### src/hsh_pkg.sv
package hsh_pkg;

   // stall detection needs this many plus one slow ticks in a row
   localparam int unsigned STALL_TICKS = 100;
   localparam int unsigned COUNT_W     = 8;
   localparam int unsigned DATA_W      = 32;
   localparam int unsigned LIMIT_W     = 31;
   localparam int unsigned CSR_IDX_W   = 3;

   localparam logic signed [COUNT_W-1:0] STALL_INIT = COUNT_W'(STALL_TICKS);

   // csr register indexes
   localparam logic [CSR_IDX_W-1:0] CSR_CENTRE_MODE = 3'd0;
   localparam logic [CSR_IDX_W-1:0] CSR_RETURN_MODE = 3'd1;
   localparam logic [CSR_IDX_W-1:0] CSR_STALL_LIMIT = 3'd2;
   localparam logic [CSR_IDX_W-1:0] CSR_SEARCH_SPD  = 3'd3;
   localparam logic [CSR_IDX_W-1:0] CSR_RETURN_TGT  = 3'd4;
   localparam logic [CSR_IDX_W-1:0] CSR_ARRIVE_TOL  = 3'd5;

   typedef enum logic [1:0] {
      PH_START = 2'd0,
      PH_POS   = 2'd1,
      PH_NEG   = 2'd2,
      PH_CAL   = 2'd3
   } phase_type;

   typedef struct packed {
      logic                      centre_mode;
      logic                      return_mode;
      logic [LIMIT_W-1:0]        stall_speed_limit;
      logic signed [DATA_W-1:0]  search_speed;
      logic signed [DATA_W-1:0]  return_target;
      logic [LIMIT_W-1:0]        arrive_tolerance;
   } cfg_type;

   typedef struct packed {
      logic signed [DATA_W-1:0]  joint_speed;
      logic signed [DATA_W-1:0]  joint_pos;
      logic signed [DATA_W-1:0]  actuator_pos;
      logic signed [DATA_W-1:0]  offset_now;
      logic                      halted;
   } req_type;

   typedef struct packed {
      logic                      loop_select;
      logic signed [DATA_W-1:0]  loop_error;
      logic                      offset_write;
      logic signed [DATA_W-1:0]  offset_new;
      phase_type                 phase;
      logic                      success;
   } rsp_type;

endpackage

### src/hsh_csr.sv
module hsh_csr (
   input  logic                             clock,
   input  logic                             reset,
   input  logic                             csr_valid,
   output logic                             csr_ready,
   input  logic [hsh_pkg::CSR_IDX_W-1:0]    csr_index,
   input  logic [hsh_pkg::DATA_W-1:0]       csr_wdata,
   output hsh_pkg::cfg_type                 cfg
);
   import hsh_pkg::*;

   cfg_type cfg_ff;
   cfg_type cfg_in;
   logic    wr_en;

   assign csr_ready = 1'b1;
   assign wr_en     = csr_valid && csr_ready;
   assign cfg       = cfg_ff;

   always_comb begin
      cfg_in = cfg_ff;
      if (wr_en) begin
         unique case (csr_index)
            CSR_CENTRE_MODE: cfg_in.centre_mode       = csr_wdata[0];
            CSR_RETURN_MODE: cfg_in.return_mode       = csr_wdata[0];
            CSR_STALL_LIMIT: cfg_in.stall_speed_limit = csr_wdata[LIMIT_W-1:0];
            CSR_SEARCH_SPD:  cfg_in.search_speed      = csr_wdata;
            CSR_RETURN_TGT:  cfg_in.return_target     = csr_wdata;
            CSR_ARRIVE_TOL:  cfg_in.arrive_tolerance  = csr_wdata[LIMIT_W-1:0];
            default:         cfg_in = cfg_ff;
         endcase
      end
   end

   always_ff @(posedge clock) begin
      if (reset) begin
         cfg_ff.centre_mode       <= 1'b0;
         cfg_ff.return_mode       <= 1'b0;
         cfg_ff.stall_speed_limit <= LIMIT_W'(65536);
         cfg_ff.search_speed      <= DATA_W'(65536);
         cfg_ff.return_target     <= '0;
         cfg_ff.arrive_tolerance  <= LIMIT_W'(65536);
      end else begin
         cfg_ff <= cfg_in;
      end
   end

endmodule

### src/hsh_step.sv
module hsh_step (
   input  logic               clock,
   input  logic               reset,
   input  logic               fire,
   input  hsh_pkg::req_type   req,
   input  hsh_pkg::cfg_type   cfg,
   output hsh_pkg::rsp_type   rsp,
   output logic               done
);
   import hsh_pkg::*;

   phase_type                 phase_ff, phase_in;
   logic signed [COUNT_W-1:0] stall_ff, stall_in;
   logic [DATA_W-1:0]         first_ff, first_in;
   logic [DATA_W-1:0]         setpoint_ff, setpoint_in;
   logic                      done_ff, done_in;

   logic [DATA_W-1:0]         speed_mag;
   logic                      slow;
   logic                      count_slow;
   logic [DATA_W:0]           stop_sum;
   logic [DATA_W-1:0]         mid;
   logic [DATA_W:0]           pos_diff;
   logic [DATA_W:0]           pos_mag;
   logic                      arrived;

   // magnitude as unsigned, so the most negative speed is never slow
   assign speed_mag  = req.joint_speed[DATA_W-1] ? DATA_W'(-req.joint_speed)
                                                 : req.joint_speed;
   assign slow       = speed_mag < {1'b0, cfg.stall_speed_limit};
   assign count_slow = slow && !(phase_ff == PH_POS && req.halted);

   // floor of the exact sum over two
   assign stop_sum = {first_ff[DATA_W-1], first_ff}
                   + {req.actuator_pos[DATA_W-1], req.actuator_pos};
   assign mid      = stop_sum[DATA_W:1];

   assign pos_diff = {req.joint_pos[DATA_W-1], req.joint_pos}
                   - {cfg.return_target[DATA_W-1], cfg.return_target};
   assign pos_mag  = pos_diff[DATA_W] ? -pos_diff : pos_diff;
   assign arrived  = pos_mag < {2'b00, cfg.arrive_tolerance};

   always_comb begin
      phase_in         = phase_ff;
      stall_in         = stall_ff;
      first_in         = first_ff;
      setpoint_in      = setpoint_ff;
      done_in          = done_ff;
      rsp.loop_select  = 1'b0;
      rsp.loop_error   = '0;
      rsp.offset_write = 1'b0;
      rsp.offset_new   = '0;
      unique case (phase_ff)
         PH_START: begin
            setpoint_in = cfg.search_speed;
            stall_in    = STALL_INIT;
            phase_in    = PH_POS;
         end
         PH_POS, PH_NEG: begin
            stall_in = count_slow ? stall_ff - COUNT_W'(1) : STALL_INIT;
            if (stall_in[COUNT_W-1]) begin
               setpoint_in = '0;
               if (phase_ff == PH_POS && cfg.centre_mode) begin
                  first_in    = req.actuator_pos;
                  stall_in    = STALL_INIT;
                  setpoint_in = -cfg.search_speed;
                  phase_in    = PH_NEG;
               end else begin
                  rsp.offset_new   = (phase_ff == PH_POS) ? req.offset_now - req.actuator_pos
                                                          : req.offset_now - mid;
                  rsp.offset_write = 1'b1;
                  phase_in         = PH_CAL;
                  if (!cfg.return_mode) begin
                     done_in = 1'b1;
                  end
               end
            end
            rsp.loop_error = setpoint_in - req.joint_speed;
         end
         PH_CAL: begin
            if (cfg.return_mode) begin
               if (arrived) begin
                  done_in = 1'b1;
               end
               rsp.loop_select = 1'b1;
               rsp.loop_error  = cfg.return_target - req.joint_pos;
            end else begin
               rsp.loop_error = setpoint_ff - req.joint_speed;
            end
         end
         default: phase_in = phase_ff;
      endcase
      rsp.phase   = phase_in;
      rsp.success = done_in;
   end

   assign done = done_ff;

   always_ff @(posedge clock) begin
      if (reset) begin
         phase_ff    <= PH_START;
         stall_ff    <= '0;
         first_ff    <= '0;
         setpoint_ff <= '0;
         done_ff     <= 1'b0;
      end else if (fire) begin
         phase_ff    <= phase_in;
         stall_ff    <= stall_in;
         first_ff    <= first_in;
         setpoint_ff <= setpoint_in;
         done_ff     <= done_in;
      end
   end

endmodule

### src/hard_stop_homing_sequencer.sv
// Hard-stop homing sequencer: one request per control tick, one response per request.
// A request is held in an input register, the step logic works out the tick in a
// single pass and the response lands in an output register, so requests stream at
// one per clock while responses are taken. rsp_valid rises when the response is
// loaded from the step logic into the output register.
// The input register frees up whenever the output register is empty or being taken,
// which keeps the input side moving while a finished response waits; only a held-off
// rsp_ready with both registers full stalls req_ready.
// The joint is driven at search_speed until STALL_TICKS+1 slow ticks in a row (in the
// positive phase a halted actuator does not count), then a new offset is written;
// in centre mode the negative stop is searched too and the offset centers on the
// midpoint. With return_mode set the position loop then drives the joint to
// return_target and success rises once it is within arrive_tolerance.
// Csr writes are taken at any time but belong in idle periods; indexes 6 and 7 are ignored.
module hard_stop_homing_sequencer (
   input  logic                                  clock,
   input  logic                                  reset,
   // configuration
   input  logic                                  csr_valid,
   output logic                                  csr_ready,
   input  logic [hsh_pkg::CSR_IDX_W-1:0]         csr_index,
   input  logic [hsh_pkg::DATA_W-1:0]            csr_wdata,
   // request channel
   input  logic                                  req_valid,
   output logic                                  req_ready,
   input  logic signed [hsh_pkg::DATA_W-1:0]     req_joint_speed,
   input  logic signed [hsh_pkg::DATA_W-1:0]     req_joint_pos,
   input  logic signed [hsh_pkg::DATA_W-1:0]     req_actuator_pos,
   input  logic signed [hsh_pkg::DATA_W-1:0]     req_offset_now,
   input  logic                                  req_halted,
   // response channel
   output logic                                  rsp_valid,
   input  logic                                  rsp_ready,
   output logic                                  rsp_loop_select,
   output logic signed [hsh_pkg::DATA_W-1:0]     rsp_loop_error,
   output logic                                  rsp_offset_write,
   output logic signed [hsh_pkg::DATA_W-1:0]     rsp_offset_new,
   output logic [1:0]                            rsp_phase,
   output logic                                  rsp_success
);
   import hsh_pkg::*;

   cfg_type cfg;
   req_type req_ff, req_in;
   logic    req_valid_ff;
   rsp_type rsp_ff, step_rsp;
   logic    rsp_valid_ff;
   logic    out_free;
   logic    advance;
   logic    take;
   logic    step_done;

   // output register can load when empty or being drained this cycle
   assign out_free  = !rsp_valid_ff || rsp_ready;
   // tick moves from input register through the step logic
   assign advance   = req_valid_ff && out_free;
   assign req_ready = !req_valid_ff || advance;
   assign take      = req_valid && req_ready;

   assign req_in.joint_speed  = req_joint_speed;
   assign req_in.joint_pos    = req_joint_pos;
   assign req_in.actuator_pos = req_actuator_pos;
   assign req_in.offset_now   = req_offset_now;
   assign req_in.halted       = req_halted;

   hsh_csr u_csr (
      .clock     (clock),
      .reset     (reset),
      .csr_valid (csr_valid),
      .csr_ready (csr_ready),
      .csr_index (csr_index),
      .csr_wdata (csr_wdata),
      .cfg       (cfg)
   );

   hsh_step u_step (
      .clock (clock),
      .reset (reset),
      .fire  (advance),
      .req   (req_ff),
      .cfg   (cfg),
      .rsp   (step_rsp),
      .done  (step_done)
   );

   // input register
   always_ff @(posedge clock) begin
      if (reset) begin
         req_valid_ff <= 1'b0;
      end else if (req_ready) begin
         req_valid_ff <= take;
      end
   end

   always_ff @(posedge clock) begin
      if (take) begin
         req_ff <= req_in;
      end
   end

   // output register
   always_ff @(posedge clock) begin
      if (reset) begin
         rsp_valid_ff <= 1'b0;
      end else if (out_free) begin
         rsp_valid_ff <= advance;
      end
   end

   always_ff @(posedge clock) begin
      if (advance) begin
         rsp_ff <= step_rsp;
      end
   end

   assign rsp_valid        = rsp_valid_ff;
   assign rsp_loop_select  = rsp_ff.loop_select;
   assign rsp_loop_error   = rsp_ff.loop_error;
   assign rsp_offset_write = rsp_ff.offset_write;
   assign rsp_offset_new   = rsp_ff.offset_new;
   assign rsp_phase        = rsp_ff.phase;
   assign rsp_success      = rsp_ff.success;

   // offset is only ever written on the tick that enters the calibrated phase
   a_write_cal: assert property (@(posedge clock) disable iff (reset)
      (rsp_valid_ff && rsp_ff.offset_write) |-> (rsp_ff.phase == PH_CAL))
      else $error("offset write outside calibrated phase");

   // offset value is zero unless it is being written
   a_offset_zero: assert property (@(posedge clock) disable iff (reset)
      (rsp_valid_ff && !rsp_ff.offset_write) |-> (rsp_ff.offset_new == '0))
      else $error("offset value without write");

   // success is sticky across ticks
   a_done_sticky: assert property (@(posedge clock) disable iff (reset)
      step_done |=> step_done)
      else $error("success dropped");

   // response success matches the step state right after the tick
   a_success_track: assert property (@(posedge clock) disable iff (reset)
      advance |=> (rsp_ff.success == step_done))
      else $error("response success out of step with state");

endmodule

### config.mk
export PLATFORM = sky130hd
export DESIGN_NAME = hard_stop_homing_sequencer
export DESIGN_NICKNAME = d
export VERILOG_FILES = /design/src/hsh_pkg.sv /design/src/hsh_csr.sv /design/src/hsh_step.sv /design/src/hard_stop_homing_sequencer.sv
export SDC_FILE = /design/constraint.sdc
export NUM_CORES = 1
export LEC_CHECK = 0
export ABC_AREA = 1
export BUFFER_PORTS_ARGS = -buffer_cell sky130_fd_sc_hd__clkbuf_2
export CAP_MARGIN = 20
export CORE_ASPECT_RATIO = 0.5
export CORE_MARGIN = 5
export CORE_UTILIZATION = 45
export DETAILED_ROUTE_END_ITERATION = 7
export PLACE_DENSITY = 0.75
export SLEW_MARGIN = 15
export SYNTH_ARGS = -nofsm -noshare
export SYNTH_HDL_FRONTEND = slang
export SYNTH_HIERARCHICAL = 1
export SYNTH_SLANG_ARGS = --single-unit
### constraint.sdc
create_clock -name clock -period 6.5 [get_ports clock]
set_input_delay 0 -clock clock [delete_from_list [all_inputs] [get_ports clock]]
set_output_delay 0 -clock clock [all_outputs]
set_load 0.005 [all_outputs]
==> results of run 1 <==
-- power groups by stage --
stage | logic [mW] | registers (mW) | clock network (mW)
floorplan | 1.29 | 2.91 | 0
global placement | 1.88 | 2.94 | 0
detailed placement | 1.92 | 2.94 | 0
CTS | 2.06 | 2.89 | 2.56
global route | 2.37 | 2.90 | 2.68
finish | 2.16 | 2.89 | 2.52
-- sequential cells by signal, summed over array words and instances (netlist names), 2 cells and up --
signal / flops
req_ff: 129
u_csr/cfg: 128
rsp_loop_error: 32
rsp_offset_new: 32
u_step/first_ff: 32
u_step/setpoint_ff: 32
u_step/stall_ff: 8
rsp_phase: 2
u_step/phase_ff: 2
-- placed cells by master, fill, tap and decap left out, types with 16 or more instances in the layout --
master | Yosys | layout
xnor2_1 | 30 | 30
dlygate4sd3_1 | 0 | 171
a21oi_1 | 419 | 403
o211ai_1 | 30 | 30
nor2_2 | 10 | 19
nor3_1 | 35 | 32
xor2_1 | 86 | 86
inv_1 | 608 | 599
nor2_1 | 623 | 612
ha_1 | 255 | 247
edfxtp_1 | 198 | 198
dfxtp_1 | 205 | 205
nand2_1 | 890 | 872
or2_2 | 27 | 24
clkbuf_2 | 2 | 239
o21ai_1 | 28 | 38
nand4_1 | 51 | 51
buf_4 | 12 | 119
clkbuf_16 | 0 | 44
nand2_2 | 3 | 16
nand3_1 | 297 | 285
inv_2 | 11 | 16
o21ai_0 | 272 | 255
-- path summary, 6_finish.rpt --
check,from,endpoint,cells past startpoint
worst min-delay path,req_joint_speed[6],req_ff[103],2
worst max-delay path,req_ff[97],rsp_loop_error[28],41
worst max register to register,req_ff[97],rsp_loop_error[28],41
worst min register to register,u_csr/cfg[120],u_csr/cfg[120],2
-- area by class of cell --
class	count	share of cell area
multi-input combinational	3221	0.486
sequential	403	0.273
timing repair buffer	541	0.109
inverter	621	0.0637
clock buffer	61	0.0339
tap	897	0.0305
clock inverter	17	0.00432
antenna	2	0.000136
-- routing by layer --
layer	global-route usage	up-vias
met2	0.505	1401
li1	-	15300
met1	0.402	15000
met5	0	-
met4	0.128	4
met3	0.0505	302
-- kinds of logic after synthesis --
group                    after synthesis  synth area share
buffers and inverters                751            0.0966
multiplexers                           1          0.000330
AND/OR/NAND/NOR                     1982             0.274
other                                  1          0.000124
AO/OA/AOI/OAI                        860             0.155
flip-flops                           403             0.332
adder cells (fa/ha/maj)              261             0.109
XOR/XNOR                             116            0.0335
-- worst register-to-register path: cells and delay by family, from the launching register on --
| kind | cells | cell delay, ps |
|---|---|---|
| xor+xnor | 1 | 180 |
| buf+inv | 7 | 650 |
| flops | 1 | 440 |
| simple gates | 24 | 3260 |
| fa+ha+maj | 3 | 700 |
| compound gates | 6 | 860 |
-- repair_timing --
| item | in CTS | in global routing |
|---|---|---|
| cloned | 1 | 0 |
| hold endpoints to repair | 264 | 0 |
| setup endpoints to repair | 24 | 26 |
| hold buffers | 171 | 0 |
| buffers inserted | 14 | 9 |
| pin swaps | 33 | 55 |
| resized for setup | 62 | 80 |
==> implementation parameters, run 1 <==
Parameter                              Value

Routing
  Met2 wirelength from detailed routing    53,000 µm
  Top sig layer    met5
  Number of detailed-routing iterations run before antenna repair    8
  Routed length per placed instance    20.1 µm
  # DRC    0
  Final antenna-violating net count    0
  Vias per inst    5.55
  Starting DRT DRC Count    3,507
  Total routed wire length on the met1 layer    48,100 µm
  Met3 routed WL    9310 µm
  Via count    32,000
  Total Wirelength    116,000 µm

Global routing
  Wire length of the first global-routing pass    175,000 µm
  Largest net degree at the start of global routing    84
  Via count of the first global-routing pass    30,300
  Initial antenna violation count    3
  GR Overflow Total    0
  Aggregate global-route resource usage    0.307

Floorplanning
  Height of the die    193 µm
  CORE AREA    0.0668 mm²
  Die Width    377 µm
  Starting Density    0.453
  Io pins    241
  Die footprint    0.0729 mm²
  Number of placement rows    67

Min path
  Type of the tightest min-delay check    input pin to register

Setup path
  Peak per-stage delay on the critical path    440 ps
  Crit Path Max Fanout    19
  Worst endpoint required time    6860 ps
  Slowest stage cell on the critical path    edfxtp_1
  Category of cells accounting for the largest share of critical-path delay    simple AND/OR/NAND/NOR gates
  Category of the critical setup timing path    register to register
  Buffering stage count on the worst path with inverters included    7
  Crit path launch type    register
  R2R Setup Slk    150 ps
  Most prevalent standard cell on the critical path    nand2_1
  Critical Path End Type    register
  Data arrival at the endpoint of the critical path    6710 ps

Timing
  Final hold slack    93.1 ps
  Tightest Pin Transition    1340 ps
  Final setup viols    0
  Fin crit period    6350 ps
  Period Utilization, post-route    0.977
  Pins over their slew limit    0
  RSZ-0062 raised after global routing    true
  Highest clock rate    157 MHz
  Min setup slack post-route    149 ps
  Clock skew after layout    41.8 ps
  Accumulated negative setup slack    0 ps
  Final-report hold violation count    0
  Worst rel slew slack    0.0948

Power and ir drop
  Sw Share    0.345
  Relative contribution of the clock network to total power    0.333
  Internal cell power    4.96 mW
  P_sw    2.61 mW
  Leakage power summed over all cells    17.4 nW
  Combinational fraction of design power    0.286
  Worst ir drop on vdd    216 µV
  Sequential Power Share    0.381
  Power density over the cells    206 mW/mm²
  Final Power    7.58 mW

Clock tree
  Clock insertion delay at the later pin of the skew report    620 ps
  Clock edge transition at the registers on the reported setup and hold paths    70 ps
  Clock H-tree levels    2
  Clock root buffer master    clkbuf_16
  Clock tree from TritonCTS    done
  Buffer depth of the longest clock path    3
  Sink Count    403
  TritonCTS buffer count    42

Placed design
  Sum of net half-perimeters after detailed placement    88,700 µm
  Area after detailed placement    0.0329 mm²
  Number of buffers added on ports    239
  Worst slack, placed    -506 ps
  Gp weighted congestion    0.996
  Post-placement cell count    5,488

Logic synthesis
  Synth cell count leaders    nand2_1, nor2_1, inv_1
  Synth area leader    edfxtp_1
  Number of synthesized register bits    403
  Ranking of synthesized cells by area    edfxtp_1, dfxtp_1, nand2_1, ha_1, nor2_1
  Most repeated cell in the gate-level netlist after synthesis    nand2_1
  Count of synthesis-stage warnings from yosys    6
  Total nets after synthesis    4,805
  Share of the synthesized area in the top cell type    0.196
  Number of distinct standard cells referenced by the synthesized netlist    59
  EDFF count, synth    198
  Share of synthesized registers carrying an async set or reset    0
  Instance count of the mapped netlist    4,375
  Sequential area share after synthesis    0.332
  Mapped Avg Cell Area    6.92 µm²
  Combined area of all synthesized cells    0.0303 mm²
  Top flip-flop cell by instance count after synthesis    dfxtp_1

Final layout
  Storage cell area    0.0100 mm²
  Final standard cell utilization of the core    0.550
  Final #Nets    5,260
  Fraction of final layout cells sized beyond drive strength 1    0.124
  Area growth syn-to-layout    21.4%
  Finished Layout Cells    5,763
  Multi-input combinational cell area    0.0179 mm²
  Filler cell count    6,293
  Design Area, Final    0.0368 mm²

Run status
  Result of the run    completed

Run
  Max-capacitance violation count    0
No activity file was read; power rests on OpenSTA's default activity.
==> inputs of run 2 (changes only) <==
- ABC_AREA: 1 -> not set
==> run 2 against run 1 <==
Against the previous run: the flow now finishes with violations (setup timing); power fell by 6.2%; cell count fell by 19%; wire length fell by 20%; sequential cell count did not move; critical endpoint is now rsp_loop_error[6]; largest cell class unchanged; largest power group unchanged.
==> implementation parameters, run 2 <==
Parameter                              Value

Routing
  Routed length per placed instance    19.8 µm (was 20.1 µm)
  Via count    26,300 (was 32,000)
  Total Wirelength    92,200 µm (was 116,000 µm)
  Vias per inst    5.65 (was 5.55)
  Starting DRT DRC Count    2,325 (was 3,507)
  # DRC    0 (unchanged)
  Number of detailed-routing iterations run before antenna repair    6 (was 8)
  Final antenna-violating net count    0 (unchanged)

Clock tree
  Clock tree from TritonCTS    done (unchanged)
  Clock insertion delay at the later pin of the skew report    580 ps (was 620 ps)
  Buffer depth of the longest clock path    3 (unchanged)
  Sink Count    403 (unchanged)
  Clock H-tree levels    2 (unchanged)
  Clock root buffer master    clkbuf_16 (unchanged)
  TritonCTS buffer count    41 (was 42)
  Clock edge transition at the registers on the reported setup and hold paths    70 ps (about the same)

Final layout
  Area growth syn-to-layout    24.2% (was 21.4%)
  Design Area, Final    0.0358 mm² (was 0.0368 mm²)
  Flip-flop count of the largest register after layout    129 (unchanged)
  Multi-input combinational cell area    0.0179 mm² (about the same)
  Final #Nets    4,219 (was 5,260)
  Fraction of final layout cells sized beyond drive strength 1    0.166 (was 0.124)
  Filler cell count    5,438 (was 6,293)
  Most common library cell in the layout ignoring fill and taps    nor2_1 (was nand2_1)
  Storage cell area    0.0100 mm² (unchanged)
  Largest Register    req_ff (unchanged)
  Highest-count cells in the layout ignoring fill and taps    nor2_1, a21oi_1, ha_1 (was nand2_1, nor2_1, inv_1)

Run
  Max-capacitance violation count    0 (unchanged)

Setup path
  R2R Setup Slk    -830 ps (was 150 ps)
  Crit Path Max Fanout    7 (was 19)
  Category of the critical setup timing path    register to register (unchanged)
  Worst flop-to-flop path startpoint    req_ff[109] (was req_ff[97])
  Crit. Startpoint    req_ff[109] (was req_ff[97])
  Critical Path End Type    register (unchanged)
  Slowest stage cell on the critical path    or4_4 (was edfxtp_1)
  Buffering stage count on the worst path with inverters included    11 (was 7)
  Peak per-stage delay on the critical path    550 ps (was 440 ps)
  Category of cells accounting for the largest share of critical-path delay    simple AND/OR/NAND/NOR gates (unchanged)
  Data arrival at the endpoint of the critical path    7650 ps (was 6710 ps)
  Crit path launch type    register (unchanged)
  Most prevalent standard cell on the critical path    buf_4 (was nand2_1)
  Worst endpoint required time    6810 ps (was 6860 ps)

Run status
  Failing checks    setup timing
  Result of the run    complete, but fails checks (was completed)

Floorplanning
  Number of placement rows    65 (was 67)
  Io pins    241 (unchanged)
  CORE AREA    0.0632 mm² (was 0.0668 mm²)
  Die Width    368 µm (was 377 µm)
  Die footprint    0.0695 mm² (was 0.0729 mm²)
  Height of the die    189 µm (was 193 µm)
  Starting Density    0.456 (was 0.453)

Timing
  Period Utilization, post-route    1.13 (was 0.977)
  Final hold slack    134 ps (was 93.1 ps)
  Min setup slack post-route    -834 ps (was 149 ps)
  Worst rel slew slack    0.348 (was 0.0948)
  Final-report hold violation count    0 (unchanged)
  RSZ-0062 raised after global routing    true (unchanged)
  Tightest Pin Transition    978 ps (was 1340 ps)
  Highest clock rate    136 MHz (was 157 MHz)
  Clock skew after layout    22.2 ps (was 41.8 ps)
  Pins over their slew limit    0 (unchanged)
  Fin crit period    7330 ps (was 6350 ps)
  Final setup viols    25 (was 0)

Placed design
  Gp weighted congestion    0.974 (was 0.996)
  Area after detailed placement    0.0319 mm² (was 0.0329 mm²)
  Number of buffers added on ports    239 (unchanged)
  Sum of net half-perimeters after detailed placement    66,100 µm (was 88,700 µm)
  Worst slack, placed    -1270 ps (was -506 ps)

Global routing
  GR Overflow Total    0 (unchanged)
  Aggregate global-route resource usage    0.253 (was 0.307)
  Initial antenna violation count    2 (was 3)
  Largest net degree at the start of global routing    103 (was 84)
  Wire length of the first global-routing pass    141,000 µm (was 175,000 µm)
  Via count of the first global-routing pass    25,600 (was 30,300)

Logic synthesis
  Sequential area share after synthesis    0.349 (was 0.332)
  Count of synthesis-stage warnings from yosys    6 (unchanged)
  Mapped Avg Cell Area    8.85 µm² (was 6.92 µm²)
  Total nets after synthesis    3,686 (was 4,805)
  EDFF count, synth    198 (unchanged)
  Synth area leader    edfxtp_1 (unchanged)
  Synth cell count leaders    nor2_1, a21oi_1, ha_1 (was nand2_1, nor2_1, inv_1)
  Instance count of the mapped netlist    3,256 (was 4,375)
  Number of distinct standard cells referenced by the synthesized netlist    89 (was 59)
  Share of the synthesized area in the top cell type    0.206 (was 0.196)
  Most repeated cell in the gate-level netlist after synthesis    nor2_1 (was nand2_1)
  Share of synthesized registers carrying an async set or reset    0 (unchanged)
  Combined area of all synthesized cells    0.0288 mm² (was 0.0303 mm²)
  Number of synthesized register bits    403 (unchanged)
  Ranking of synthesized cells by area    edfxtp_1, dfxtp_1, ha_1, mux2i_1, a21oi_1 (was edfxtp_1, dfxtp_1, nand2_1, ha_1, nor2_1)
  Top flip-flop cell by instance count after synthesis    dfxtp_1 (unchanged)

Min path
  Type of the tightest min-delay check    input pin to register (unchanged)
  Hold path start    req_actuator_pos[18] (was req_joint_speed[6])

Power and ir drop
  Worst ir drop on vdd    175 µV (was 216 µV)
  Internal cell power    4.95 mW (was 4.96 mW)
  Combinational fraction of design power    0.241 (was 0.286)
  Sw Share    0.303 (was 0.345)
  Sequential Power Share    0.400 (was 0.381)
  Power density over the cells    199 mW/mm² (was 206 mW/mm²)
  P_sw    2.16 mW (was 2.61 mW)
  Relative contribution of the clock network to total power    0.360 (was 0.333)
  Leakage power summed over all cells    15.2 nW (was 17.4 nW)
==> run 2: area by class of cell <==
cell class | instances | share of cell area
repair buffers | 622 | 0.128
diodes | 1 | 0.0000699
clock inverters | 23 | 0.00731
flip-flops and latches | 403 | 0.281
inverters | 224 | 0.0235
clock buffers | 53 | 0.0320
multi-input cells | 2497 | 0.499
well taps | 837 | 0.0293
==> run 2: timing repair <==
item,CTS,global route
hold buffers,169,0
setup endpoints to repair,28,29
pin swaps,37,40
endpoints found under the hold margin,285,0
gates cloned,0,1
gates resized for setup,29,64
setup buffers,22,13
==> run 2: through the flow <==
step	setup TNS, ps	power, mW	instances	utilization
CTS	-10560	7.06	4645	0.559
global placement	-17730	4.37	4381	0.505
global route	-20530	7.42	4660	0.566
detailed placement	-20940	4.41	4382	0.505
finish	-12110	7.11	4660	0.566
floorplan	-7850	3.93	3256	-
==> run 2: power by group through the flow <==
stage / registers (mW) / clock network [mW] / logic (mW)
5_1_grt: 2.85 / 2.70 / 1.87
3_3_place_gp: 2.89 / 0 / 1.48
6_report: 2.84 / 2.56 / 1.71
4_1_cts: 2.84 / 2.59 / 1.64
2_1_floorplan: 2.87 / 0 / 1.06
3_5_place_dp: 2.89 / 0 / 1.52
==> run 2: worst paths after layout <==
path | end | cells after the start
worst max-delay path | rsp_loop_error[6] | 34
worst min-delay path | req_ff[51] | 2
worst max register to register | rsp_loop_error[6] | 34
worst min register to register | u_step/first_ff[7] | 2
==> run 2: routing by layer <==
layer	GRT usage	up-vias	part of all wire
li1	-	12700	-
met1	0.333	12500	0.43
met2	0.418	932	0.46
met3	0.0529	169	0.079
met4	0.0819	0	0.031
met5	0	-	0
==> run 2: kinds of logic after synthesis <==
group	Yosys count	share of synthesized area
simple gates	1036	0.181
compound gates	812	0.180
flops	403	0.349
buf+inv	356	0.0498
fa+ha+maj	261	0.115
xor+xnor	229	0.0696
mux	158	0.0557
other cells	1	0.000130
==> run 2: worst reg2reg max path: cells and delay by family, from the launching register on <==
family                     cells  cell delay (ps)
muxes                          1              330
and+or+nand+nor                7             2030
DFF                            1              390
adders and majority gates      2              550
xor gates and xnor gates       2              340
AOI/OAI and AO/OA             11             2020
buffers and inverters         11             1420
